===== src/rtl/core/tsvc_pkg.sv =====
// Shared types and character constants for the TSV to CSV field escaper.
`timescale 1ns / 1ps

package tsvc_pkg;

    localparam int CODE_W = 21;

    typedef logic [CODE_W-1:0] code_t;

    localparam code_t CH_TAB   = 21'h00009;
    localparam code_t CH_LF    = 21'h0000A;
    localparam code_t CH_CR    = 21'h0000D;
    localparam code_t CH_QUOTE = 21'h00022;
    localparam code_t CH_COMMA = 21'h0002C;

    // One classified input character as it travels from front to back.
    typedef struct packed {
        code_t code;
        logic  is_tab;
        logic  is_lf;
        logic  is_special;
    } token_t;

    typedef enum logic [5:0] {
        S_IDLE  = 6'b000001,
        S_OPEN  = 6'b000010,
        S_DATA  = 6'b000100,
        S_CLOSE = 6'b001000,
        S_DELIM = 6'b010000,
        S_LF    = 6'b100000
    } back_state_t;

endpackage


===== src/rtl/core/tsvc_front.sv =====
// Front end: classifies input characters and queues them for the back end.
`timescale 1ns / 1ps

module tsvc_front
    import tsvc_pkg::*;
(
    input  logic   clk,
    input  logic   rst_n,
    input  logic   item_valid,
    output logic   item_ready,
    input  code_t  char_code,
    output logic   tok_valid,
    input  logic   tok_ready,
    output token_t tok
);

    localparam logic [1:0] Q_EMPTY = 2'd0;
    localparam logic [1:0] Q_FULL  = 2'd2;

    token_t     q_reg [2];
    logic       wp_reg, wp_next;
    logic       rp_reg, rp_next;
    logic [1:0] cnt_reg, cnt_next;
    token_t     in_tok;
    logic       push, pop;

    always_comb
    begin
        in_tok.code       = char_code;
        in_tok.is_tab     = (char_code == CH_TAB);
        in_tok.is_lf      = (char_code == CH_LF);
        in_tok.is_special = (char_code == CH_QUOTE) || (char_code == CH_COMMA)
                            || (char_code == CH_CR);
    end

    assign item_ready = (cnt_reg != Q_FULL);
    assign tok_valid  = (cnt_reg != Q_EMPTY);
    assign tok        = q_reg[rp_reg];
    assign push       = item_valid && item_ready;
    assign pop        = tok_valid && tok_ready;

    always_comb
    begin
        wp_next  = push ? ~wp_reg : wp_reg;
        rp_next  = pop ? ~rp_reg : rp_reg;
        cnt_next = cnt_reg;
        if (push && !pop)
        begin
            cnt_next = cnt_reg + 2'd1;
        end
        else if (pop && !push)
        begin
            cnt_next = cnt_reg - 2'd1;
        end
    end

    always_ff @(posedge clk or negedge rst_n)
    begin
        if (!rst_n)
        begin
            wp_reg  <= 1'b0;
            rp_reg  <= 1'b0;
            cnt_reg <= Q_EMPTY;
        end
        else
        begin
            wp_reg  <= wp_next;
            rp_reg  <= rp_next;
            cnt_reg <= cnt_next;
        end
    end

    always_ff @(posedge clk)
    begin
        if (push)
        begin
            q_reg[wp_reg] <= in_tok;
        end
    end

endmodule


===== src/rtl/core/tsvc_back.sv =====
// Back end: field buffer, quoting sequencer and output register.
`timescale 1ns / 1ps

module tsvc_back
    import tsvc_pkg::*;
#(
    parameter int BUFFER_DEPTH = 16
)
(
    input  logic   clk,
    input  logic   rst_n,
    input  logic   tok_valid,
    output logic   tok_ready,
    input  token_t tok,
    output logic   result_valid,
    input  logic   result_ready,
    output code_t  out_char,
    output logic   last_of_run
);

    localparam int IW   = $clog2(BUFFER_DEPTH);
    localparam int CNTW = $clog2(BUFFER_DEPTH + 1);
    localparam logic [CNTW-1:0] DEPTH_C = CNTW'(BUFFER_DEPTH);

    code_t           store_reg [BUFFER_DEPTH];
    logic [CNTW-1:0] fill_reg, fill_next;
    logic            nq_reg, nq_next;
    logic            fresh_reg, fresh_next;
    back_state_t     st_reg, st_next;
    logic [IW-1:0]   idx_reg, idx_next;
    logic [CNTW-1:0] cnt_reg, cnt_next;
    logic            dup_reg, dup_next;
    logic            qt_reg, qt_next;
    logic            closing_reg, closing_next;
    logic            lf_reg, lf_next;
    logic            ov_reg, ov_next;
    code_t           oc_reg, oc_next;
    logic            ol_reg, ol_next;

    logic            take;
    logic            out_free;
    logic            store_we;
    logic [CNTW-1:0] fill_inc;
    logic            idx_last;
    code_t           cur;
    logic            emit;
    code_t           emit_ch;
    logic            emit_last;

    assign tok_ready    = (st_reg == S_IDLE);
    assign take         = tok_valid && tok_ready;
    assign out_free     = !ov_reg || result_ready;
    assign fill_inc     = fill_reg + CNTW'(1);
    assign cur          = store_reg[idx_reg];
    assign idx_last     = ((CNTW'(idx_reg) + CNTW'(1)) == cnt_reg);
    assign result_valid = ov_reg;
    assign out_char     = oc_reg;
    assign last_of_run  = ol_reg;

    always_comb
    begin
        fill_next    = fill_reg;
        nq_next      = nq_reg;
        fresh_next   = fresh_reg;
        st_next      = st_reg;
        idx_next     = idx_reg;
        cnt_next     = cnt_reg;
        dup_next     = dup_reg;
        qt_next      = qt_reg;
        closing_next = closing_reg;
        lf_next      = lf_reg;
        store_we     = 1'b0;
        emit         = 1'b0;
        emit_ch      = CH_QUOTE;
        emit_last    = 1'b0;

        unique case (st_reg)
            S_IDLE:
            begin
                if (take)
                begin
                    idx_next = '0;
                    dup_next = 1'b0;
                    if (tok.is_tab || tok.is_lf)
                    begin
                        qt_next      = nq_reg;
                        closing_next = 1'b1;
                        lf_next      = tok.is_lf;
                        cnt_next     = fill_reg;
                        if (nq_reg && fresh_reg)
                        begin
                            st_next = S_OPEN;
                        end
                        else if (fill_reg != '0)
                        begin
                            st_next = S_DATA;
                        end
                        else if (nq_reg)
                        begin
                            st_next = S_CLOSE;
                        end
                        else
                        begin
                            st_next = S_DELIM;
                        end
                        fill_next  = '0;
                        nq_next    = 1'b0;
                        fresh_next = 1'b1;
                    end
                    else
                    begin
                        store_we = 1'b1;
                        if (fill_inc == DEPTH_C)
                        begin
                            // Buffer full: flush it as a quoted, still open field.
                            qt_next      = 1'b1;
                            closing_next = 1'b0;
                            lf_next      = 1'b0;
                            cnt_next     = DEPTH_C;
                            st_next      = fresh_reg ? S_OPEN : S_DATA;
                            fill_next    = '0;
                            nq_next      = 1'b1;
                            fresh_next   = 1'b0;
                        end
                        else
                        begin
                            fill_next = fill_inc;
                            nq_next   = nq_reg | tok.is_special;
                        end
                    end
                end
            end
            S_OPEN:
            begin
                if (out_free)
                begin
                    emit    = 1'b1;
                    emit_ch = CH_QUOTE;
                    st_next = (cnt_reg != '0) ? S_DATA : S_CLOSE;
                end
            end
            S_DATA:
            begin
                if (out_free)
                begin
                    emit = 1'b1;
                    if (qt_reg && (cur == CH_QUOTE) && !dup_reg)
                    begin
                        emit_ch  = CH_QUOTE;
                        dup_next = 1'b1;
                    end
                    else
                    begin
                        emit_ch  = cur;
                        dup_next = 1'b0;
                        idx_next = idx_reg + IW'(1);
                        if (idx_last)
                        begin
                            if (closing_reg)
                            begin
                                st_next = qt_reg ? S_CLOSE : S_DELIM;
                            end
                            else
                            begin
                                st_next   = S_IDLE;
                                emit_last = 1'b1;
                            end
                        end
                    end
                end
            end
            S_CLOSE:
            begin
                if (out_free)
                begin
                    emit    = 1'b1;
                    emit_ch = CH_QUOTE;
                    st_next = S_DELIM;
                end
            end
            S_DELIM:
            begin
                if (out_free)
                begin
                    emit      = 1'b1;
                    emit_ch   = lf_reg ? CH_CR : CH_COMMA;
                    emit_last = !lf_reg;
                    st_next   = lf_reg ? S_LF : S_IDLE;
                end
            end
            S_LF:
            begin
                if (out_free)
                begin
                    emit      = 1'b1;
                    emit_ch   = CH_LF;
                    emit_last = 1'b1;
                    st_next   = S_IDLE;
                end
            end
            default:
            begin
                st_next = S_IDLE;
            end
        endcase

        ov_next = ov_reg;
        oc_next = oc_reg;
        ol_next = ol_reg;
        if (out_free)
        begin
            ov_next = emit;
            oc_next = emit_ch;
            ol_next = emit_last;
        end
    end

    always_ff @(posedge clk or negedge rst_n)
    begin
        if (!rst_n)
        begin
            fill_reg    <= '0;
            nq_reg      <= 1'b0;
            fresh_reg   <= 1'b1;
            st_reg      <= S_IDLE;
            idx_reg     <= '0;
            cnt_reg     <= '0;
            dup_reg     <= 1'b0;
            qt_reg      <= 1'b0;
            closing_reg <= 1'b0;
            lf_reg      <= 1'b0;
            ov_reg      <= 1'b0;
        end
        else
        begin
            fill_reg    <= fill_next;
            nq_reg      <= nq_next;
            fresh_reg   <= fresh_next;
            st_reg      <= st_next;
            idx_reg     <= idx_next;
            cnt_reg     <= cnt_next;
            dup_reg     <= dup_next;
            qt_reg      <= qt_next;
            closing_reg <= closing_next;
            lf_reg      <= lf_next;
            ov_reg      <= ov_next;
        end
    end

    always_ff @(posedge clk)
    begin
        oc_reg <= oc_next;
        ol_reg <= ol_next;
        if (store_we)
        begin
            store_reg[fill_reg[IW-1:0]] <= tok.code;
        end
    end

endmodule


===== src/rtl/core/tsv_to_csv_field_escaper_core.sv =====
// Top level of the TSV to CSV field escaper: front queue plus quoting back end.
`timescale 1ns / 1ps

// Converts a stream of code points from TSV to CSV, one character per input
// transfer and one per output transfer. Tab and newline end a field; the field
// then leaves as-is, or in double quotes with inner quotes doubled when it holds
// a quote, comma or CR, followed by a comma or CR LF. A field of BUFFER_DEPTH
// characters or more is sent in quoted pieces each time the buffer fills.
// last_of_run marks the final output character caused by one input character,
// and characters of an unterminated final field still held in the buffer are
// never sent. A two-entry queue takes input characters while the back end
// drains, so input is accepted every cycle until the queue fills. The back end
// stores an ordinary character in its buffer; on a delimiter or a full buffer
// it sends the field one output character at a time through the single output
// register that the quoting sequencer feeds, and takes no input until idle.
module tsv_to_csv_field_escaper_core
    import tsvc_pkg::*;
#(
    parameter int BUFFER_DEPTH = 16
)
(
    input  logic  clk,
    input  logic  rst_n,
    input  logic  item_valid,
    output logic  item_ready,
    input  code_t char_code,
    output logic  result_valid,
    input  logic  result_ready,
    output code_t out_char,
    output logic  last_of_run
);

    logic   tok_valid;
    logic   tok_ready;
    token_t tok;

    tsvc_front u_front (
        .clk        (clk),
        .rst_n      (rst_n),
        .item_valid (item_valid),
        .item_ready (item_ready),
        .char_code  (char_code),
        .tok_valid  (tok_valid),
        .tok_ready  (tok_ready),
        .tok        (tok)
    );

    tsvc_back #(
        .BUFFER_DEPTH (BUFFER_DEPTH)
    ) u_back (
        .clk          (clk),
        .rst_n        (rst_n),
        .tok_valid    (tok_valid),
        .tok_ready    (tok_ready),
        .tok          (tok),
        .result_valid (result_valid),
        .result_ready (result_ready),
        .out_char     (out_char),
        .last_of_run  (last_of_run)
    );

endmodule


===== config.mk =====
export PLATFORM = sky130hd
export DESIGN_NAME = tsv_to_csv_field_escaper_core
export DESIGN_NICKNAME = d
export VERILOG_FILES = /design/src/rtl/core/tsvc_pkg.sv /design/src/rtl/core/tsvc_front.sv /design/src/rtl/core/tsvc_back.sv /design/src/rtl/core/tsv_to_csv_field_escaper_core.sv
export SDC_FILE = /design/constraint.sdc
export NUM_CORES = 1
export LEC_CHECK = 0
export BUFFER_PORTS_ARGS = -buffer_cell sky130_fd_sc_hd__buf_2
export CORE_MARGIN = 1
export CORE_UTILIZATION = 40
export DETAILED_ROUTE_END_ITERATION = 10
export GPL_TIMING_DRIVEN = 0
export PLACE_DENSITY = 0.6
export SYNTH_ARGS = -nofsm -noshare
export SYNTH_HDL_FRONTEND = slang
export SYNTH_HIERARCHICAL = 1
export SYNTH_SLANG_ARGS = --single-unit

===== constraint.sdc =====
create_clock -name clk -period 4.6 [get_ports clk]
set_clock_uncertainty 0.15 [all_clocks]
set_input_delay 0 -clock clk [delete_from_list [all_inputs] [get_ports clk]]
set_output_delay 0 -clock clk [all_outputs]
set_load 0.01 [all_outputs]

After elaboration in Yosys (flattened, before gate mapping)
Memory sizes are Yosys's and may differ from the RTL's.
Index checks and enable logic that the tools add are counted.
{"block": "word_totals", "mem_count": 2, "ff_bits": 53, "mem_bits_ro": 0, "latchBits": 0, "in_bits": 25, "mem_bits_rw": 384}
{"block": "classes", "mul": 0, "n_bitwise": 3, "div": 0, "eq_ne": 24, "reduce_logical": 28, "muxes": 55, "n_lt_le_gt_ge": 0, "n_shift": 0, "addsub": 5}
{"memory": "u_back.store_reg", "depth": 16, "word_bits": 21, "read_ports": 1, "rd_ports_with_merged_regs": 0, "wr": 1, "line": "tsvc_back.sv:25", "text": "code_t store_reg [BUFFER_DEPTH];"}
{"memory": "u_front.q_reg", "depth": 2, "word_bits": 24, "read_ports": 1, "rd_ports_with_merged_regs": 0, "wr": 1, "line": "tsvc_front.sv:20", "text": "token_t q_reg [2];"}
{"op": "$mux 6", "count": 15}
{"op": "$eq 21x4->1 const B", "count": 3}
{"op": "$eq 21x6->1 const B", "count": 3}
{"op": "$pmux 21 s3", "count": 1}
{"op": "$pmux 6 s6", "count": 1}
{"op": "$mux 5", "count": 6}
{"op": "$mux 1", "count": 21}
{"op": "$mux 21", "count": 1}
{"op": "$mux 4", "count": 4}
{"op": "$ne 2x1->1 const B", "count": 6}
{"op": "$reduce_bool 5->1", "count": 2}
{"op": "$reduce_and 9->1", "count": 1}
{"op": "$pmux 4 s2", "count": 1}
{"op": "$reduce_bool 2->1", "count": 4}
{"op": "$logic_and 1x1->1", "count": 7}
{"op": "$eq 6x1->1 const B", "count": 1}
{"op": "$eq 6x2->1 const B", "count": 1}
{"op": "$eq 6x3->1 const B", "count": 1}
{"op": "$eq 6x4->1 const B", "count": 1}
{"op": "$eq 6x5->1 const B", "count": 1}
{"op": "$eq 6x6->1 const B", "count": 1}
{"op": "$ne 2x2->1 const B", "count": 3}
{"op": "$reduce_and 3->1", "count": 2}
{"op": "$add 4x1->5 const B", "count": 1}
{"op": "other kinds (18)", "count": 27}

Depth between registers and ports, before layout
Gate-level depths: netlist (run 1).
An unclocked memory read counts as a cell.
{"block": "logic_depth", "depth_word": 7, "depth_mapped": 13, "mapped_depth_nobuf": 9}

Modules after synthesis
The synthesis (run 1) kept the hierarchy.
{"module": "tsvc_back", "cells_per_inst": 844, "instances": 1, "area_each_um2": 15354.7}
{"module": "tsvc_front", "cells_per_inst": 111, "instances": 1, "area_each_um2": 2034.5}

Worst setup path before layout (run 1)
OpenSTA, ideal clock, no wires.
{"block": "synth_timing", "path_type": "reg-to-reg", "start": "register u_front.rp_reg", "end": "memory u_back/store_reg[3][0] in the netlist's numbering, enable pin", "arrival_ns": 3.427, "required_time_ns": 4.025, "n_path_buf": 3, "setup_time_ns": 0.425, "synth_period_minus_slack_ns": 4.003, "path_stages_with_launch": 9, "slack_ns": 0.597, "cell_sequence": "dfrtp_1 clkbuf_1 buf_2 mux2_2 or2_2 clkbuf_1 nor2_1 nand2_1 nor3_1"}
{"item": "start: declaration", "line": "tsvc_front.sv:22", "text": "logic rp_reg, rp_next;"}
{"item": "start signal: assignment", "line": "tsvc_front.sv:68", "text": "rp_reg <= rp_next;"}
{"item": "end: declaration", "line": "tsvc_back.sv:25"}

Worst setup path after layout (run 1)
{"block": "layout_timing", "start": "register u_back.idx_reg[2]", "end": "register u_back.ol_reg (netlist: u_back/last_of_run), data pin"}
{"block": "layout_via", "elab_chain_cells": 6}
{"item": "start: declaration", "line": "tsvc_back.sv:30", "text": "logic [IW-1:0] idx_reg, idx_next;"}
{"item": "start signal: assignment", "line": "tsvc_back.sv:240", "text": "idx_reg <= idx_next;"}
{"item": "$mem_v2 16x21"}
{"item": "$eq 21x6->1", "line": "tsvc_back.sv:147", "text": "if (qt_reg && (cur == CH_QUOTE) && !dup_reg)"}
{"item": "$logic_and 1x1->1 (2 in series)", "line": "tsvc_back.sv:147"}
{"item": "$mux 1 *", "line": "tsvc_back.sv:147"}
{"item": "$pmux 1 s3 *", "line": "tsvc_back.sv:77", "text": "unique case (st_reg)"}
{"item": "named net u_back.emit_last", "line": "tsvc_back.sv:48", "text": "logic emit_last;"}
{"item": "end signal: assignment", "line": "tsvc_back.sv:253", "text": "ol_reg <= ol_next;"}
{"item": "end: declaration", "line": "tsvc_back.sv:38", "text": "logic ol_reg, ol_next;"}
Mark *: on every way through the listed nets, which the timed path passes. The rest lies on a longest branch.
A chain may end at the register's enable or synchronous reset.

==> metrics, run 1 <==
run status=finished, final reports clean; number of flip-flops under the largest register name=336; drc violations=0; Slew HR=17.08%; area added between synthesis and finish=18.38%; area of all placed cells without fillers=20590 um2; fin nets=1128; Post-synth top flop=sky130_fd_sc_hd__edfxtp_1; DR iter-0 viols=around 900; H-tree depth=2; Filler cells=3649; clock-pin slew reported for the worst setup and hold paths after clock tree synthesis=60 ps; clock tree buffer depth=3; die area=44310 um2; vertical die dimension=210.5 um; Yosys top cell by area=sky130_fd_sc_hd__edfxtp_1; Post-Route WL=42.08 mm; Starting Density=about two fifths; critical path start-end classification=flop to flop; Inserted Clock Buffers=46; ranking of synthesized cells by area=sky130_fd_sc_hd__edfxtp_1 (70%), sky130_fd_sc_hd__mux4_2 (9.6%), sky130_fd_sc_hd__dfrtp_1 (4.2%); total number of placement rows=76; dpl ws=-260.5 ps; Highest Clock Rate=226.0 MHz; core region area=42980 um2; IR drop worst, VDD=0.3578 mV; distinct cell type count of the synthesized netlist=59; kind of path behind the tightest hold check=input pin to flop; WP data arrival=4570 ps; CTS sink count=about 440; die outline width=210.5 um; Placer Congestion=0.8147; First-pass DRT Iterations=5; final critical path time including I/O delays and setup=4425 ps; Setup Total Neg Slack=0 ps; share of synthesized flip-flops with an asynchronous set or reset=~7.1%; yosys synthesis warning count=6; maximum number of pins on one net before global-route repair=30; origin of the critical flop-to-flop path=u_back/idx_reg[2]; post-synthesis instance area=between 15000 and 20000 um2; cell with the largest stage delay on the worst path=sky130_fd_sc_hd__buf_1; synthesized area divided by synthesized cell count=approximately 18 um2; final max-slew violation count=0; post-synthesis net count=between 900 and 1k; #FFs+latches synth=437; delay of the slowest critical-path stage=roughly 700 ps; DP Cell Count=1607; top library cells by usage in the layout, fill and taps aside=sky130_fd_sc_hd__edfxtp_1 (406), sky130_fd_sc_hd__mux4_2 (74), sky130_fd_sc_hd__buf_2 (57); cell leakage power=between 6 and 7 nW; I/O pin total=49; Crit. End Element=flop; Global Route Usage Sum=about a fifth; number of port buffers=48; Critical Path Sink=u_back/last_of_run; critical path, cell by cell=buf_1, buf_1, mux4_2, a22oi_1, o21ai_0, nor4_1, nand4_1, nand2_1, o32ai_1; TritonCTS clock tree=yes; count of mapped cells out of synthesis=955; Worst EP required=4750 ps; number of enable flip-flop cells after synthesis=between 400 and 500; startpoint of the most critical setup path=u_back/idx_reg[2]; RSZ-0062 raised after global routing=false; remaining antenna violation count=0; cell occurring most often along the worst timing path=sky130_fd_sc_hd__buf_1; share of the clock period used by the worst path after layout=96.19%; worst reg-to-reg path cell count=9; maximum fanout along the worst path=10; worst slack on hold paths=27.51 ps; worst flop-to-flop path endpoint=u_back/last_of_run; via count=between 9k and 10k; final setup fails=0; register-to-register setup slack=180 ps; clk root buf=sky130_fd_sc_hd__clkbuf_16; pin slew with the least headroom to its limit=1242 ps; ratio of cells with drive above 1 in the final layout=roughly 24%; Startpoint Class=flop; Fin. Hold Viols=0; hpwl dp=27.15 mm; gr ovfl total=0; Final WS setup=175.0 ps; vias in the first global route=9542; buffers inserted during post-CTS setup optimization=0; Max-cap violations=0; Power, Total=about 11 mW; post-detailed-route via-to-cell ratio=5.538; non-filler cells in the finished layout=about 1.7k; most frequent standard cell in the layout excluding fill and tap cells=sky130_fd_sc_hd__edfxtp_1; pwr/cell area=547.1 nW/um2; Seq/Total Area, Yosys=74.59%; insertion delay of the later-clocked pin in the worst-skew pair=570 ps; area of placed instances=18810 um2; fraction of synthesized cell area taken by the top area cell type=70.11%; first-pass GRT wire length=62.00 mm; post-route core utilization=47.90%; diode count=0; mean routed wirelength per cell=24.49 um; initial antenna violation count=0
## worst max-delay path, delay by kind of cell, from the launching register on
family                 cells  cell delay, ps
buffers and inverters      2            1260
AND/OR/NAND/NOR            3            1180
AO/OA/AOI/OAI              3             680
flip-flops                 1             460
multiplexers               1             410
## area by class of cell
| type | instances | area, um2 | share of cell area, % |
|---|---|---|---|
| repair buffers | 95 | 864.6 | 4.200 |
| plain buffers | 44 | 225.2 | 1.094 |
| multi-input cells | 459 | 4259 | 20.69 |
| clock inverters | 26 | 222.7 | 1.082 |
| well taps | 585 | 732.0 | 3.556 |
| inverters | 14 | 52.55 | 0.2553 |
| flip-flops and latches | 437 | 12970 | 63.00 |
| clock buffers | 58 | 1260 | 6.120 |
## what timing repair did
| item | in CTS | in global routing |
|---|---|---|
| setup endpoints to repair | 11 | 11 |
| hold endpoints to repair | 106 | 0 |
| hold buffers | 28 | 0 |
| gates resized for setup | 0 | 2 |
## worst min path at each step
stage | start | slack, ps | to | cells past startpoint
6_report | char_code[17] | 30 | u_front/q_reg[0][20] | 2
5_1_grt | char_code[13] | 20 | u_front/q_reg[0][16] | 2
4_1_cts | char_code[13] | 0.2 | u_front/q_reg[1][16] | 2
3_5_place_dp | rst_n | -50 | u_back/st_reg[5] | 1
3_3_place_gp | rst_n | -60 | u_back/st_reg[5] | 1
2_1_floorplan | rst_n | -450 | u_back/closing_reg | 0
## report_power, final
part	internal [mW]	switching (mW)	leakage, nW
sequential	5.10	0.151	4.12
combinational	0.827	1.55	1.92
clock	2.16	1.48	0.728
## routing by layer
metal / GRT usage [%] / up-vias / share of wire [%]
li1: - / 4132 / -
met1: 26.81 / 4951 / 43
met2: 31.66 / 356 / 49
met3: 3.144 / 76 / 6.2
met4: 6.597 / 0 / 2.6
met5: 0 / - / 0
## cells in the mapped netlist (4+ instances only)
master	number
sky130_fd_sc_hd__clkbuf_1	25
sky130_fd_sc_hd__a221oi_1	9
sky130_fd_sc_hd__nand2_1	56
sky130_fd_sc_hd__and2_1	5
sky130_fd_sc_hd__nor3_1	12
sky130_fd_sc_hd__o21ai_0	23
sky130_fd_sc_hd__inv_1	14
sky130_fd_sc_hd__a22o_1	10
sky130_fd_sc_hd__and3_1	6
sky130_fd_sc_hd__or2_2	5
sky130_fd_sc_hd__nor2_1	57
sky130_fd_sc_hd__mux4_2	74
sky130_fd_sc_hd__nor2b_1	6
sky130_fd_sc_hd__nand3_1	17
sky130_fd_sc_hd__mux2_2	25
sky130_fd_sc_hd__a21oi_1	23
sky130_fd_sc_hd__ha_1	6
sky130_fd_sc_hd__edfxtp_1	406
sky130_fd_sc_hd__xnor2_1	7
sky130_fd_sc_hd__a22oi_1	25
sky130_fd_sc_hd__nor4_1	8
sky130_fd_sc_hd__a21o_1	4
sky130_fd_sc_hd__nand2b_1	6
sky130_fd_sc_hd__nand3b_1	7
sky130_fd_sc_hd__xor2_1	4
sky130_fd_sc_hd__nand4_1	5
sky130_fd_sc_hd__buf_2	10
sky130_fd_sc_hd__mux2i_1	22
sky130_fd_sc_hd__dfrtp_1	29
## kinds of logic after synthesis
kind of cell / share of synthesized area (%)
flip-flops: 74.59
adder cells (fa/ha/maj): 0.4317
XOR/XNOR: 0.5540
multiplexers: 12.47
AND/OR/NAND/NOR: 5.605
AO/OA/AOI/OAI: 4.749
buffers and inverters: 1.605
Note: power is estimated with default switching activity, not from simulation.
==> run 2, diff against run 1 <==
--- a/config.mk
+++ b/config.mk
@@ -13,5 +13,4 @@
 export PLACE_DENSITY = 0.6
 export SYNTH_ARGS = -nofsm -noshare
 export SYNTH_HDL_FRONTEND = slang
-export SYNTH_HIERARCHICAL = 1
 export SYNTH_SLANG_ARGS = --single-unit
==> metrics, run 2 <==
run status=finished, final reports clean; hpwl dp=25.89 mm (-4.6%); pwr/cell area=567.5 nW/um2 (+3.7%); RSZ-0062 raised after global routing=false; die outline width=210.4 um (about the same); combinational group share of total power=23.3% (+2.2 points); critical path, cell by cell=buf_2, buf_2, buf_2, mux4_2, a22oi_1, nand4_1, nor4_2, nand4_1, nand2_2, buf_2, a21oi_1; final critical path time including I/O delays and setup=4320 ps (-104.8 ps); most frequent standard cell in the layout excluding fill and tap cells=sky130_fd_sc_hd__edfxtp_1; I/O pin total=49 (unchanged); drc violations=0 (unchanged); Slew HR=23.83% (+6.8 points); Setup Total Neg Slack=0 ps (unchanged); Highest Clock Rate=231.5 MHz (+2.4%); worst reg-to-reg path cell count=11 (+2); Yosys top cell by area=sky130_fd_sc_hd__edfxtp_1; fin nets=1129 (+0.089%); buffers inserted during post-CTS setup optimization=0 (unchanged); kind of path behind the tightest hold check=input pin to flop; origin of the critical flop-to-flop path=u_back.idx_reg[1]; cell-internal power=8.243 mW (+2.0%); Fin. Hold Viols=0 (unchanged); number of enable flip-flop cells after synthesis=406 (unchanged); vertical die dimension=210.4 um (about the same); area of all placed cells without fillers=20410 um2 (-0.87%); count of mapped cells out of synthesis=960 (+0.52%); clk root buf=sky130_fd_sc_hd__clkbuf_16; share of total power consumed by net switching=28.82% (+0.59 points); Inserted Clock Buffers=46 (unchanged); maximum number of pins on one net before global-route repair=30 (unchanged); remaining antenna violation count=0 (unchanged); CTS sink count=437 (unchanged); ratio of cells with drive above 1 in the final layout=22.01% (-2.4 points); cell leakage power=6.676 nW (-1.4%); ranking of synthesized cells by area=sky130_fd_sc_hd__edfxtp_1 (70%), sky130_fd_sc_hd__mux4_2 (7.0%), sky130_fd_sc_hd__dfrtp_1 (4.2%); net load switching power=3.338 mW (+5.0%); Filler cells=3538 (-3.0%); min-delay src=char_code[10]; cell with the largest stage delay on the worst path=sky130_fd_sc_hd__nor4_2; Crit. End Element=flop; fraction of synthesized cell area taken by the top area cell type=70.19% (+0.076 points); delay of the slowest critical-path stage=490 ps (-210 ps); total number of placement rows=75 (-1.3%); vias in the first global route=9397 (-1.5%); cell occurring most often along the worst timing path=sky130_fd_sc_hd__buf_2; area added between synthesis and finish=17.48%; most numerous cell types in the synthesized netlist=sky130_fd_sc_hd__edfxtp_1 (406), sky130_fd_sc_hd__mux2i_1 (71), sky130_fd_sc_hd__mux4_2 (54), sky130_fd_sc_hd__nor2_1 (41), sky130_fd_sc_hd__nand2_1 (37); clock-pin slew reported for the worst setup and hold paths after clock tree synthesis=60 ps (about the same); Max-cap violations=0 (unchanged); sequential fraction of design power=45.3% (-1.3 points); number of flip-flops under the largest register name=336 (unchanged); initial antenna violation count=0 (unchanged); H-tree depth=2 (unchanged); post-synthesis net count=991 (+0.51%); Post-synth top flop=sky130_fd_sc_hd__edfxtp_1; pin slew with the least headroom to its limit=1143 ps (-99.91 ps); post-synthesis instance area=17370 um2 (-0.11%); gr ovfl total=0 (unchanged); die area=44260 um2 (-0.10%); Global Route Usage Sum=18.80% (-0.68 points); number of port buffers=48 (unchanged); share of the clock period used by the worst path after layout=93.92% (-2.3 points); maximum fanout along the worst path=10 (unchanged); first-pass GRT wire length=60.14 mm (-3.0%); TritonCTS clock tree=yes; top library cells by usage in the layout, fill and taps aside=sky130_fd_sc_hd__edfxtp_1 (406), sky130_fd_sc_hd__mux2i_1 (71), sky130_fd_sc_hd__buf_2 (60); area of placed instances=18600 um2 (-1.1%); register-to-register setup slack=280 ps (+100 ps); Post-Route WL=40.55 mm (-3.6%); critical path start-end classification=flop to flop; worst hold path endpoint=u_front.q_reg[1][13]; Starting Density=40.95% (+0.50 points); clock tree buffer depth=3 (unchanged); via count=9352 (-1.7%); diode count=0 (unchanged); final setup fails=0 (unchanged); yosys synthesis warning count=0 (-6); #FFs+latches synth=437 (unchanged); First-pass DRT Iterations=5 (unchanged); worst flop-to-flop path endpoint=u_back.out_char[19]; WP data arrival=4440 ps (-130 ps); mean routed wirelength per cell=23.67 um (-3.4%); hold depth=2 (unchanged); distinct cell type count of the synthesized netlist=62 (+5.1%); core region area=42420 um2 (-1.3%); Worst EP required=4720 ps (-30 ps); share of synthesized flip-flops with an asynchronous set or reset=7.094% (unchanged); insertion delay of the later-clocked pin in the worst-skew pair=570 ps (about the same); final max-slew violation count=0 (unchanged); cell with the most instances after synthesis=sky130_fd_sc_hd__edfxtp_1; Startpoint Class=flop; synthesized area divided by synthesized cell count=18.09 um2 (-0.63%); fraction of power consumed by the clock network=31.4% (-0.9 points); Seq/Total Area, Yosys=74.67% (+0.081 points); DR iter-0 viols=848 (-6.3%); Placer Congestion=0.8247 (+1.2%); IR drop worst, VDD=0.4298 mV (+20%); post-detailed-route via-to-cell ratio=5.459 (-1.4%)
## run 2: cell count changes after synthesis, moves of 6 or more
| cell | delta |
|---|---|
| sky130_fd_sc_hd__o21ai_0 | +9 |
| sky130_fd_sc_hd__mux4_2 | -20 |
| sky130_fd_sc_hd__mux2i_1 | +49 |
| sky130_fd_sc_hd__a22oi_1 | -9 |
| sky130_fd_sc_hd__nand3b_1 | -6 |
| sky130_fd_sc_hd__a221oi_1 | +25 |
| sky130_fd_sc_hd__nor2_1 | -16 |
| sky130_fd_sc_hd__nand2_1 | -19 |
| sky130_fd_sc_hd__nand3_1 | -10 |
## run 2: critical path: cells and delay by family, from the launching register on
family	cells	cell delay, ps
multiplexers	1	400
AND/OR/NAND/NOR	4	1210
flip-flops	1	350
AO/OA/AOI/OAI	2	620
buffers and inverters	4	1290
## run 2: per-stage QoR
stage / setup WS (ps) / hold WS (ps) / power [mW] / std cells / util, %
2_1_floorplan: 794.8 / -445.6 / 7.066 / 960 / -
3_3_place_gp: -1547 / -51.55 / 7.899 / 1585 / 43.22
3_5_place_dp: -655.6 / -39.22 / 8.003 / 1597 / 43.84
4_1_cts: 8.553 / 5.537 / 11.67 / 1713 / 48.11
5_1_grt: 103.3 / 16.02 / 12.06 / 1713 / 48.11
6_report: 279.8 / 27.65 / 11.58 / 1713 / 48.11
## run 2: worst max-delay path by stage
stage	from	endpoint	slack, ps	cells past startpoint
after floorplan	u_back.st_reg[4]	u_back.store_reg[3][0]	790	8
after global placement	u_back.st_reg[4]	u_back.store_reg[0][8]	-1550	8
after detailed placement	u_back.idx_reg[1]	u_back.out_char[19]	-660	11
after CTS	u_back.idx_reg[2]	u_back.out_char[19]	9	12
after global routing	u_back.idx_reg[1]	u_back.out_char[19]	100	11
final	u_back.idx_reg[1]	u_back.out_char[19]	280	11
## run 2: power by group through the flow
stage	logic (mW)	registers, mW	clock network [mW]
6_report	2.70	5.24	3.64
5_1_grt	2.94	5.28	3.85
4_1_cts	2.72	5.24	3.70
3_5_place_dp	2.68	5.32	0
3_3_place_gp	2.58	5.32	0
2_1_floorplan	1.74	5.32	0
## run 2: kinds of logic (layout without fill, tap and decap cells)
group | after synthesis | count (layout) | share of synthesized area [%]
flops | 437 | 437 | 74.67
simple gates | 150 | 150 | 4.300
compound gates | 148 | 148 | 5.935
mux | 147 | 147 | 12.52
buf+inv | 63 | 239 | 1.693
xor+xnor | 9 | 9 | 0.4538
fa+ha+maj | 6 | 6 | 0.4322
## run 2: area by class of cell
type / count / area (um2) / share of cell area, %
inverter: 13 / 48.80 / 0.2391
timing repair buffer: 90 / 706.9 / 3.464
clock inverter: 23 / 202.7 / 0.9933
tap: 577 / 721.9 / 3.538
multi-input combinational: 460 / 4223 / 20.69
sequential: 437 / 12970 / 63.56
buffer: 50 / 255.2 / 1.251
clock buffer: 63 / 1279 / 6.266
## run 2: what timing repair did
item / CTS / global route
endpoints found under the hold margin: 96 / 0
endpoints found under the setup margin: 26 / 10
gates resized for setup: 8 / 6
hold buffers: 30 / 0
## run 2: metal layers
metal  global-route usage (%)  part of all wire (%)  vias up
met3                    3.412                   6.5       70
met5                        0                     0        -
li1                         -                     -     4197
met2                    29.21                    46      311
met1                    26.63                    45     4774
met4                    6.747                   2.9        0
